## config.mk

```make
export PLATFORM = sky130hd
export DESIGN_NAME = hsaso_ctrl
export DESIGN_NICKNAME = d
export VERILOG_FILES = /design/src/rtl/core/hsaso_pkg.sv /design/src/rtl/core/hsaso_ctrl.sv
export SDC_FILE = /design/constraint.sdc
export NUM_CORES = 1
export LEC_CHECK = 0
export ABC_AREA = 1
export BUFFER_PORTS_ARGS = -buffer_cell sky130_fd_sc_hd__buf_2
export CAP_MARGIN = 20
export CELL_PAD_IN_SITES_DETAIL_PLACEMENT = 1
export CELL_PAD_IN_SITES_GLOBAL_PLACEMENT = 2
export CORE_MARGIN = 2
export CORE_UTILIZATION = 19
export CTS_CLUSTER_SIZE = 20
export DETAILED_ROUTE_END_ITERATION = 10
export PLACE_DENSITY = 0.76
export SYNTH_ARGS = -nofsm -noshare
export SYNTH_HDL_FRONTEND = slang
export SYNTH_SLANG_ARGS = --single-unit
```

## constraint.sdc

```tcl
create_clock -name clk -period 2.5 [get_ports clk]
set_input_delay 0.25 -clock clk [delete_from_list [all_inputs] [get_ports clk]]
set_output_delay 0.25 -clock clk [all_outputs]
set_load 0.02 [all_outputs]
```

## src/rtl/core/hsaso_pkg.sv

```systemverilog
// Package: shared types, constants and lookup functions for the Hall observer.
`default_nettype none
package hsaso_pkg;
	localparam int ANGLE_FRAC_BITS_DEF = 24;
	localparam int TICK_COUNT_WIDTH_DEF = 24;
	localparam int SPEED_W = 32;
	localparam int SCALE_W = 31;
	localparam int GAIN_W = 16;
	localparam int CFG_W = 24;
	localparam int PADDR_W = 5;

	localparam logic [2:0] REG_ENABLE = 3'd0;
	localparam logic [2:0] REG_SCALE = 3'd1;
	localparam logic [2:0] REG_APS = 3'd2;
	localparam logic [2:0] REG_OFFSET = 3'd3;
	localparam logic [2:0] REG_TIMEOUT = 3'd4;
	localparam logic [2:0] REG_GAIN = 3'd5;

	typedef enum logic [2:0] {
		ST_IDLE, ST_DIV, ST_FILT, ST_STEP, ST_CLAMP, ST_OUT
	} state_t;

	typedef struct packed {
		logic load;       // latch hall, classify
		logic div_start;
		logic filt;       // filter update + resync
		logic step;       // integration + timeout
		logic clamp;      // compute held outputs
	} cmd_t;

	typedef struct packed {
		logic run;        // enabled and non-fault
		logic edge_div;   // adjacent edge with nonzero count
		logic same;       // no hall change
		logic div_done;
	} sts_t;

	function automatic logic [3:0] centre12(input logic [2:0] h);
		case (h)
			3'd1: centre12 = 4'd11;
			3'd2: centre12 = 4'd7;
			3'd3: centre12 = 4'd9;
			3'd4: centre12 = 4'd3;
			3'd5: centre12 = 4'd1;
			3'd6: centre12 = 4'd5;
			default: centre12 = 4'd0;
		endcase
	endfunction

	// +1 forward, -1 reverse, 0 none; encoded {valid, reverse}
	function automatic logic [1:0] dir_lut(input logic [2:0] p, input logic [2:0] c);
		case ({p, c})
			6'o13, 6'o26, 6'o32, 6'o45, 6'o51, 6'o64: dir_lut = 2'b11;
			6'o15, 6'o23, 6'o31, 6'o46, 6'o54, 6'o62: dir_lut = 2'b10;
			default: dir_lut = 2'b00;
		endcase
	endfunction
endpackage
`default_nettype wire

```

## src/rtl/core/hsaso_ctrl.sv

```systemverilog
// Controller FSM sequencing one tick through the datapath.
`default_nettype none
module hsaso_ctrl (
	input  wire logic clk,
	input  wire logic arst_n,
	input  wire logic in_fire,
	input  wire logic out_fire,
	input  wire hsaso_pkg::sts_t sts,
	output hsaso_pkg::cmd_t cmd,
	output logic busy,
	output logic out_valid
);
	import hsaso_pkg::*;
	state_t state_q, state_d;

	always_ff @(posedge clk or negedge arst_n) begin
		if (!arst_n) state_q <= ST_IDLE;
		else state_q <= state_d;
	end

	always_comb begin
		state_d = state_q;
		cmd = '0;
		busy = 1'b1;
		out_valid = 1'b0;
		case (state_q)
			ST_IDLE: begin
				busy = 1'b0;
				if (in_fire) begin
					cmd.load = 1'b1;
					state_d = ST_DIV;
				end
			end
			ST_DIV: begin
				if (!sts.run) state_d = ST_OUT;
				else if (sts.same) state_d = ST_STEP;
				else if (sts.edge_div) begin
					cmd.div_start = 1'b1;
					state_d = ST_FILT;
				end else state_d = ST_CLAMP;
			end
			ST_FILT: begin
				if (sts.div_done) begin
					cmd.filt = 1'b1;
					state_d = ST_CLAMP;
				end
			end
			ST_STEP: begin
				cmd.step = 1'b1;
				state_d = ST_CLAMP;
			end
			ST_CLAMP: begin
				cmd.clamp = 1'b1;
				state_d = ST_OUT;
			end
			ST_OUT: begin
				out_valid = 1'b1;
				if (out_fire) state_d = ST_IDLE;
			end
			default: state_d = ST_IDLE;
		endcase
	end

	a_div_only_edge: assert property (@(posedge clk) disable iff (!arst_n)
		cmd.div_start |-> sts.edge_div && sts.run)
		else $error("divider started without edge");
	a_out_after: assert property (@(posedge clk) disable iff (!arst_n)
		(out_valid && !out_fire) |=> out_valid)
		else $error("result dropped");
	a_load_idle: assert property (@(posedge clk) disable iff (!arst_n)
		cmd.load |-> !busy)
		else $error("load while busy");
endmodule
`default_nettype wire

```

; ---- Yosys cells after proc, flatten, opt, wreduce, memory -nomap -nowiden
; Index checks and enable logic that the tools add are counted.
; Widths: inputs -> output; s select.
[word_totals]
register_bits = 3
inputBits = 8
output_inout_bits = 7
[op_classes]
eq_ne = 8
muxes = 19
reduce_logical = 2
[op_table]
columns = op, count
row1 = $mux 3, 6
row2 = $pmux 3 s6, 1
row3 = $mux 1, 12
row4 = $eq 3x2->1 const B, 2
row5 = $eq 3x3->1 const B, 2
row6 = $ne 2x2->1 const B, 3
row7 = $eq 3x1->1 const B, 1
row8 = $logic_not 3->1, 1
row9 = $reduce_and 3->1, 1

; ---- Longest topological paths before layout
; Gate-level depths: netlist (run 1).
[depth]
word_depth = 4
mapped_depth = 6

; ---- Worst setup path before layout (run 1)
; Ideal clock, no wire load.
[synth_timing]
path_kind = register -> output
start = register state_q[1]
end = output port cmd[3] in the netlist's numbering
t_arrival_ns = 1.250
t_required_ns = 2.250
setup_slack_ns = 1.000
stages_incl_launch_ff = 4
n_path_buf = 0
path_cell_list = dfrtp_1 inv_1 nand3_1 nor4_1
[synth_rtl]
columns = item, line_no
row1 = "start, declared", hsaso_ctrl.sv:14  ; state_t state_q, state_d;
row2 = "start signal, assigned", hsaso_ctrl.sv:18  ; else state_q <= state_d;
row3 = "end, declared", hsaso_ctrl.sv:9  ; output hsaso_pkg::cmd_t cmd,

==> impl_metrics.ini, run 1 <==
[sta]
hold_viol = 0
fin_crit_ns = 1.55
setup_slack_ns = 0.948
tns_ns = 0
period_share_pct = 62.1
worstMarginPinSlew_ns = 0.226
timing.slew.headroom_pct = 84.8
finalMaxSlewViolations = 0
max_freq_mhz = 644
hold_ws_ns = 0.307
finClkSkew_ns = 0.0000555
setup_violations = 0
rsz0062_at_grt = no

[routing]
num_vias = 319
drt_first_pass_iters = 2
routed_via_density = 4.31
drt-total-wl_um = 725
route.detailed.drc = 0
drtIter0Drc = 2
postRouteAntennaNets = 0
post_drt_wl_per_cell_um = 9.80

[layout]
reg_top3 = state_q: 3 flops
top_register = state_q
diodes = 0
area_growth_pct = 50.3
fill_cells = 183
fin_nets = 68
drive_above_1_share_pct = 37.3
largest_reg_flops = 3

[clocking]
clk_latency_ns = 0.23
root_buffer = clkbuf_4
clk_pin_slew_ns = 0.03
htree_levels = 1
cts_buffer_depth = 2
clock-sinks = 3
cts_buffers = 3
cts_tree = done

[floorplan]
initial_core_util_pct = 19.6
die_w_um = 40.2
dieArea_um2 = 1620
core_region_area_um2 = 1270
io_pins = 15
die_y_um = 40.2
row_count = 13

[global_routing]
busiest_layer = met2
grt.overflow.total = 0
use_met1_pct = 12.0
grt_max_degree = 8
met3_usage_pct = 3.33
grt_pass1_vias = 304
antenna_found_initial = 0
use_met2_pct = 19.8
grt_usage_pct = 12.1
grt_pass1_wl_mm = 1.19

[pwr]
power_density_nw_per_um2 = 1160
leakage_nw = 0.226
totalPowerFinal_w = 0.000435
peakVddDrop_mv = 0.227

[placement]
gp_congestion = 0.698
dp_hpwl_um = 626
io_buffers = 14
post-place-ws_ns = 1.18

[synthesis]
postSynthCellCount = 40
syn_avg_cell_area_um2 = 6.22
ys_seq_area_share_pct = 30.2
ys_ff_latch = 3
yosysUniqueCellTypes = 15
yosysWarnings = 0
synth_area_um2 = 249
synth_nets = 48

[min_path]
hold_start = out_fire
hold_class = in2reg
hold-path-cell-count = 4
min_to = state_q[2]

[setup_path]
path_max_fanout = 4
r2r_slack_ns = 1.40
rr_startpoint = state_q[1]
critPathTopFamily = flip-flops
crit_slowest_cell = dfrtp_1
end_kind = output port
worst-path-buf-inv = 2
critPathKind = reg2out
crit_chain = inv_1 > nand3_1 > nor4_1 > buf_2
reg2reg_to = state_q[2]
cp-start-kind = register
slowest_delay_ns = 0.40
reg2reg_depth = 5
critical_path_arrival_ns = 1.30
worstPathRequired_ns = 2.25

[flow_run]
maxCapViolCount = 0

[run_status]
run_status = finished clean
## cell families (layout without fill, tap and decap cells)
family          Yosys count  after routing  synth area share [%]
compound gates            4              4                  10.6
buf+inv                  11             30                  16.6
simple gates             22             22                  42.7
flops                     3              3                  30.1
## cells in the final DEF, fill, tap and decap left out, types with 2 or more instances in the layout
cell      instances
buf_2            14
clkbuf_4          3
dfrtp_1           3
inv_1            10
nand2_1           7
nand3_1           3
nor2_1            5
nor4_1            2
o21ai_0           2
## routing by layer
metal  vias to the layer above  part of all wire [%]
li1                        162                     -
met1                       140                    39
met2                        13                    49
met3                         4                   7.4
met4                         0                   3.9
met5                         -                     0
## metrics by stage
stage / area, µm² / cells / util, %
final: 374 / 74 / 29.5
after floorplan: 249 / 40 / -
after detailed placement: 338 / 69 / 26.6
after CTS: 374 / 74 / 29.5
after global routing: 374 / 74 / 29.5
after global placement: 338 / 69 / 26.6
## how the worst max path moves through the flow
stage,start,end,slack (ns),cells after the start
2_1_floorplan,state_q[1],cmd[3],1.0,3
3_3_place_gp,state_q[1],cmd[3],1.21,4
3_5_place_dp,state_q[1],cmd[3],1.18,4
4_1_cts,state_q[1],cmd[3],0.93,4
5_1_grt,state_q[1],cmd[3],0.78,4
6_report,state_q[1],cmd[3],0.95,4
## worst reg2reg max path: stages, from the launching register on
cell	delay (ns)
dfrtp_1	0.40
inv_1	0.14
nand2_2	0.09
nor3_2	0.16
inv_1	0.08
a21oi_2	0.14
## area by class of cell
| type | count | area, µm² | share of cell area, % |
|---|---|---|---|
| sequential | 3 | 75.1 | 20.1 |
| clock buffer | 4 | 26.3 | 7.02 |
| tap | 15 | 18.8 | 5.02 |
| multi-input combinational | 26 | 133 | 35.5 |
| inverter | 11 | 41.3 | 11.0 |
| timing repair buffer | 15 | 80.1 | 21.4 |
## report_power, final
group | total [W] | leakage, nW | internal (W) | switching (W)
Clock | 0.0000839 | 0.0150 | 0.0000598 | 0.0000242
Sequential | 0.000102 | 0.0374 | 0.0000714 | 0.0000303
Combinational | 0.000250 | 0.174 | 0.0000848 | 0.000165
## cell usage after synthesis (all sizes together)
master | count | area (µm²)
nor3 | 2 | 15.0
nand3 | 3 | 15.0
o21ai | 2 | 10.0
nand4 | 1 | 6.26
a21oi | 1 | 8.76
nor4 | 2 | 12.5
o21bai | 1 | 7.51
nand2 | 8 | 32.5
dfrtp | 3 | 75.1
nor2 | 6 | 25.0
inv | 11 | 41.3
## timing repair
item,in CTS,in global routing
hold buffers,1,0
resized for setup,0,0
endpoints found under the setup margin,0,0
buffers inserted,0,0
endpoints found under the hold margin,3,0
No activity file was read; power rests on OpenSTA's default activity.
==> run 2: changes to the inputs <==
--- a/config.mk
+++ b/config.mk
@@ -10,11 +10,12 @@
 export CAP_MARGIN = 20
 export CELL_PAD_IN_SITES_DETAIL_PLACEMENT = 1
 export CELL_PAD_IN_SITES_GLOBAL_PLACEMENT = 2
+export CORE_ASPECT_RATIO = 1.1
 export CORE_MARGIN = 2
-export CORE_UTILIZATION = 19
+export CORE_UTILIZATION = 17
 export CTS_CLUSTER_SIZE = 20
 export DETAILED_ROUTE_END_ITERATION = 10
-export PLACE_DENSITY = 0.76
+export PLACE_DENSITY = 0.69
 export SYNTH_ARGS = -nofsm -noshare
 export SYNTH_HDL_FRONTEND = slang
 export SYNTH_SLANG_ARGS = --single-unit
==> constraint.sdc (replaced) <==
create_clock -name clk -period 1.5 [get_ports clk]
set_input_delay 0.15 -clock clk [delete_from_list [all_inputs] [get_ports clk]]
set_output_delay 0.15 -clock clk [all_outputs]
set_load 0.02 [all_outputs]
==> impl_metrics.ini, run 2 (synthesis gave the netlist of run 1 again) <==
[run_status]
run_status = finished clean

[placement]
dp_hpwl_um = 603
gp_congestion = 0.676
placed_area_um2 = 339
io_buffers = 14

[sta]
hold_viol = 0
worstMarginPinSlew_ns = 0.287
timing.slew.headroom_pct = 80.9
finalMaxSlewViolations = 0
rsz0062_at_grt = yes
setup_violations = 0
finClkSkew_ns = 0.00189
period_share_pct = 95.3
hold_ws_ns = 0.186
fin_crit_ns = 1.43
max_freq_mhz = 700
tns_ns = 0

[setup_path]
end_kind = output port
critical_path_arrival_ns = 1.28
worstPathRequired_ns = 1.35
cp-start-kind = register
r2r_slack_ns = 0.39
critPathKind = reg2out
crit_chain = nand3_4 > nor4_4 > buf_4
crit_slowest_cell = dfrtp_1
path_max_fanout = 6
slowest_delay_ns = 0.49

[layout]
multi_input_area_um2 = 160
top_register = state_q
diodes = 0
layout_commonest_cell = buf_2
area_growth_pct = 74.9
largest_reg_flops = 3
drive_above_1_share_pct = 46.0
final_cell_mix = buf_2, inv_1, nand2_1
fill_cells = 184
seq_area_um2 = 75.1
fin_nets = 72
final_area_um2 = 435
final_core_util_pct = 31.9
reg_top3 = state_q: 3 flops

[routing]
num_vias = 344
wl_met1_um = 272
route.detailed.drc = 0
post_drt_wl_per_cell_um = 10.9
drt-total-wl_um = 860
drtIter0Drc = 0
dr.max_layer_used = met4
wl_met3_um = 33
drt_first_pass_iters = 1
routed_via_density = 4.35
met2_length_um = 528
postRouteAntennaNets = 0

[floorplan]
dieArea_um2 = 1790
io_pins = 15
core_region_area_um2 = 1370
row_count = 14
die_y_um = 44.1
die_w_um = 40.5
initial_core_util_pct = 18.2

[clocking]
root_buffer = clkbuf_4
cts_tree = done
clk_pin_slew_ns = 0.04
cts_buffer_depth = 2
cts_buffers = 3
htree_levels = 1
clk_latency_ns = 0.24
clock-sinks = 3

[pwr]
leakage_nw = 0.249
power_density_nw_per_um2 = 1980
peakVddDrop_mv = 0.577

[global_routing]
grt_max_degree = 8
grt.overflow.total = 0
grt_pass1_vias = 346
grt_usage_pct = 11.3
antenna_found_initial = 0
grt_pass1_wl_mm = 1.30

[flow_run]
maxCapViolCount = 0

[min_path]
hold_class = in2reg
==> run 2: cell types whose count changed in the layout (fill, tap and decap cells not counted), sizes merged <==
| cell | before | now |
|---|---|---|
| buf | 14 | 18 |
==> run 2: repair_timing <==
action | 4_1_cts | 5_1_grt
setup endpoints to repair | 0 | 1
hold buffers | 1 | 0
buffers inserted | 0 | 4
hold endpoints to repair | 3 | 0
gates resized for setup | 0 | 6
==> run 2: critical path: cells and delay by family, from the launching register on <==
kind	cells	cell delay (ns)
flops	1	0.49
simple gates	2	0.37
buf+inv	1	0.17
==> run 2: path summary, 6_finish.rpt <==
path / cells after the start / end / start
worst max-delay path: 3 / cmd[3] / state_q[0]
worst min-delay path: 4 / state_q[2] / out_fire
worst max register to register: 6 / state_q[2] / state_q[1]
worst min register to register: 2 / state_q[1] / state_q[1]
max in group asynchronous: 2 / state_q[1] / arst_n
min in group asynchronous: 2 / state_q[0] / arst_n
==> run 2: report_power, final <==
| group | switching [W] | total, W | leakage, nW | internal, W |
|---|---|---|---|---|
| clock | 0.0000450 | 0.000145 | 0.0150 | 0.0000999 |
| combinational | 0.000321 | 0.000536 | 0.197 | 0.000215 |
| sequential | 0.0000605 | 0.000179 | 0.0374 | 0.000119 |
| total | 0.000427 | 0.000860 | 0.249 | 0.000434 |
==> run 2: stage by stage <==
step | power [W] | std cells | setup slack (ns)
finish | 0.000860 | 79 | 0.0712
floorplan | 0.000466 | 40 | 0.100
global placement | 0.000600 | 70 | 0.293
detailed placement | 0.000596 | 70 | 0.293
global route | 0.000938 | 79 | -0.00463
CTS | 0.000753 | 75 | 0.0304
==> run 2: per-layer routing <==
metal / vias up / global-route usage (%)
met5: - / 0
met4: 0 / 12.0
met3: 3 / 1.51
met2: 11 / 18.7
met1: 161 / 10.6
li1: 169 / -
==> run 2: area by class of cell <==
type                       count  share of cell area, %
clock buffer                   4                   6.03
tap                           16                   4.60
inverter                      11                   9.48
sequential                     3                   17.2
multi-input combinational     26                   36.8
timing repair buffer          19                   25.9
==> run 3: changes to the inputs <==
--- a/config.mk
+++ b/config.mk
@@ -15,6 +15,7 @@
 export CORE_UTILIZATION = 17
 export CTS_CLUSTER_SIZE = 20
 export DETAILED_ROUTE_END_ITERATION = 10
+export GPL_TIMING_DRIVEN = 0
 export PLACE_DENSITY = 0.69
 export SYNTH_ARGS = -nofsm -noshare
 export SYNTH_HDL_FRONTEND = slang
==> constraint.sdc (replaced) <==
create_clock -name clk -period 1.4 [get_ports clk]
set_input_delay 0.14 -clock clk [delete_from_list [all_inputs] [get_ports clk]]
set_output_delay 0.14 -clock clk [all_outputs]
set_load 0.02 [all_outputs]
==> impl_metrics.ini, run 3 (synthesis gave the netlist of run 1 again) <==
[clocking]
clock-sinks = 3
cts_buffers = 3
htree_levels = 1
cts_tree = done
cts_buffer_depth = 2
clk_pin_slew_ns = 0.04
root_buffer = clkbuf_4
clk_latency_ns = 0.24

[layout]
drive_above_1_share_pct = 45.9
top_register = state_q
largest_reg_flops = 3
layout_commonest_cell = buf_2
final_cell_mix = buf_2, inv_1, nand2_1
multi_input_area_um2 = 149
area_growth_pct = 64.8
reg_top3 = state_q: 3 flops
fin_nets = 70
diodes = 0
fill_cells = 191
seq_area_um2 = 76.3

[placement]
io_buffers = 14
dp_hpwl_um = 608
gp_congestion = 0.722

[floorplan]
io_pins = 15
initial_core_util_pct = 18.2
row_count = 14
die_w_um = 40.5
dieArea_um2 = 1790
die_y_um = 44.1
core_region_area_um2 = 1370

[setup_path]
critPathKind = reg2out
critical_path_arrival_ns = 1.19
cp-start-kind = register
end_kind = output port
path_max_fanout = 4
worstPathRequired_ns = 1.26

[sta]
finClkSkew_ns = 0.000894
setup_violations = 0
hold_ws_ns = 0.177
hold_viol = 0
worstMarginPinSlew_ns = 0.253
fin_crit_ns = 1.33
max_freq_mhz = 753
tns_ns = 0
finalMaxSlewViolations = 0
timing.slew.headroom_pct = 83.1
period_share_pct = 94.9

[pwr]
power_density_nw_per_um2 = 2110
leakage_nw = 0.238
peakVddDrop_mv = 0.522

[routing]
route.detailed.drc = 0
drt-total-wl_um = 753
post_drt_wl_per_cell_um = 9.78
routed_via_density = 4.27
postRouteAntennaNets = 0
num_vias = 329
drtIter0Drc = 4
drt_first_pass_iters = 3

[min_path]
hold_class = in2reg

[global_routing]
grt_pass1_vias = 322
grt.overflow.total = 0
antenna_found_initial = 0
grt_pass1_wl_mm = 1.19
grt_max_degree = 7
grt_usage_pct = 10.2

[flow_run]
maxCapViolCount = 0

[run_status]
run_status = finished clean
run 3: cell count changes in the layout (fill, tap and decap cells not counted), sizes merged:
cell	delta
buf	-2
run 3: path summary, 6_finish.rpt:
kind,slack [ns],end,cells past startpoint,startpoint
worst min-delay path,0.18,state_q[1],3,sts[3]
worst max-delay path,0.07,cmd[3],4,state_q[1]
worst max register to register,0.15,state_q[2],6,state_q[2]
worst min register to register,0.67,state_q[1],2,state_q[1]
max in group asynchronous,1.04,state_q[1],2,arst_n
min in group asynchronous,0.24,state_q[1],2,arst_n
run 3: metrics by stage:
stage / util (%) / total power (W) / worst slack [ns] / cells / area (µm²)
4_1_cts: 28.9 / 0.000863 / 0.0202 / 77 / 395
6_report: 30.0 / 0.000867 / 0.0716 / 77 / 410
2_1_floorplan: - / 0.000499 / 0.00996 / 40 / 249
5_1_grt: 30.0 / 0.000951 / -0.000381 / 77 / 410
3_5_place_dp: 24.8 / 0.000640 / 0.217 / 70 / 339
3_3_place_gp: 24.8 / 0.000638 / 0.209 / 70 / 339
run 3: layout make-up:
type,count,area share [%]
Inverter,11,10.1
Tap cell,16,4.88
Clock buffer,4,6.40
Multi-Input combinational cell,26,36.3
Timing Repair Buffer,17,23.8
Sequential cell,3,18.6
run 3: critical path, stage by stage (launching register included):
cell     delay [ns]
dfrtp_2        0.43
inv_2          0.10
nand3_2        0.10
nor4_2         0.14
buf_4          0.18
run 3: where the power goes:
part	switching, W	internal [W]
Combinational	0.000318	0.000198
Clock	0.0000476	0.000107
Sequential	0.0000679	0.000129
Total	0.000434	0.000434
run 3: per-layer routing:
metal  global-route usage, %  up-vias  wire [µm]  share of wire (%)
li1                        -      169          -                  -
met1                    10.0      149        276                 37
met2                    17.8        9        424                 56
met3                       0        2         34                4.5
met4                    10.0        0         18                2.4
met5                       0        -          0                  0
run 3: what timing repair did:
action | CTS | global route
gates cloned | 0 | 0
setup buffers | 2 | 0
resized for setup | 2 | 4
endpoints found under the hold margin | 3 | 0
hold buffers | 1 | 0
setup endpoints to repair | 1 | 2
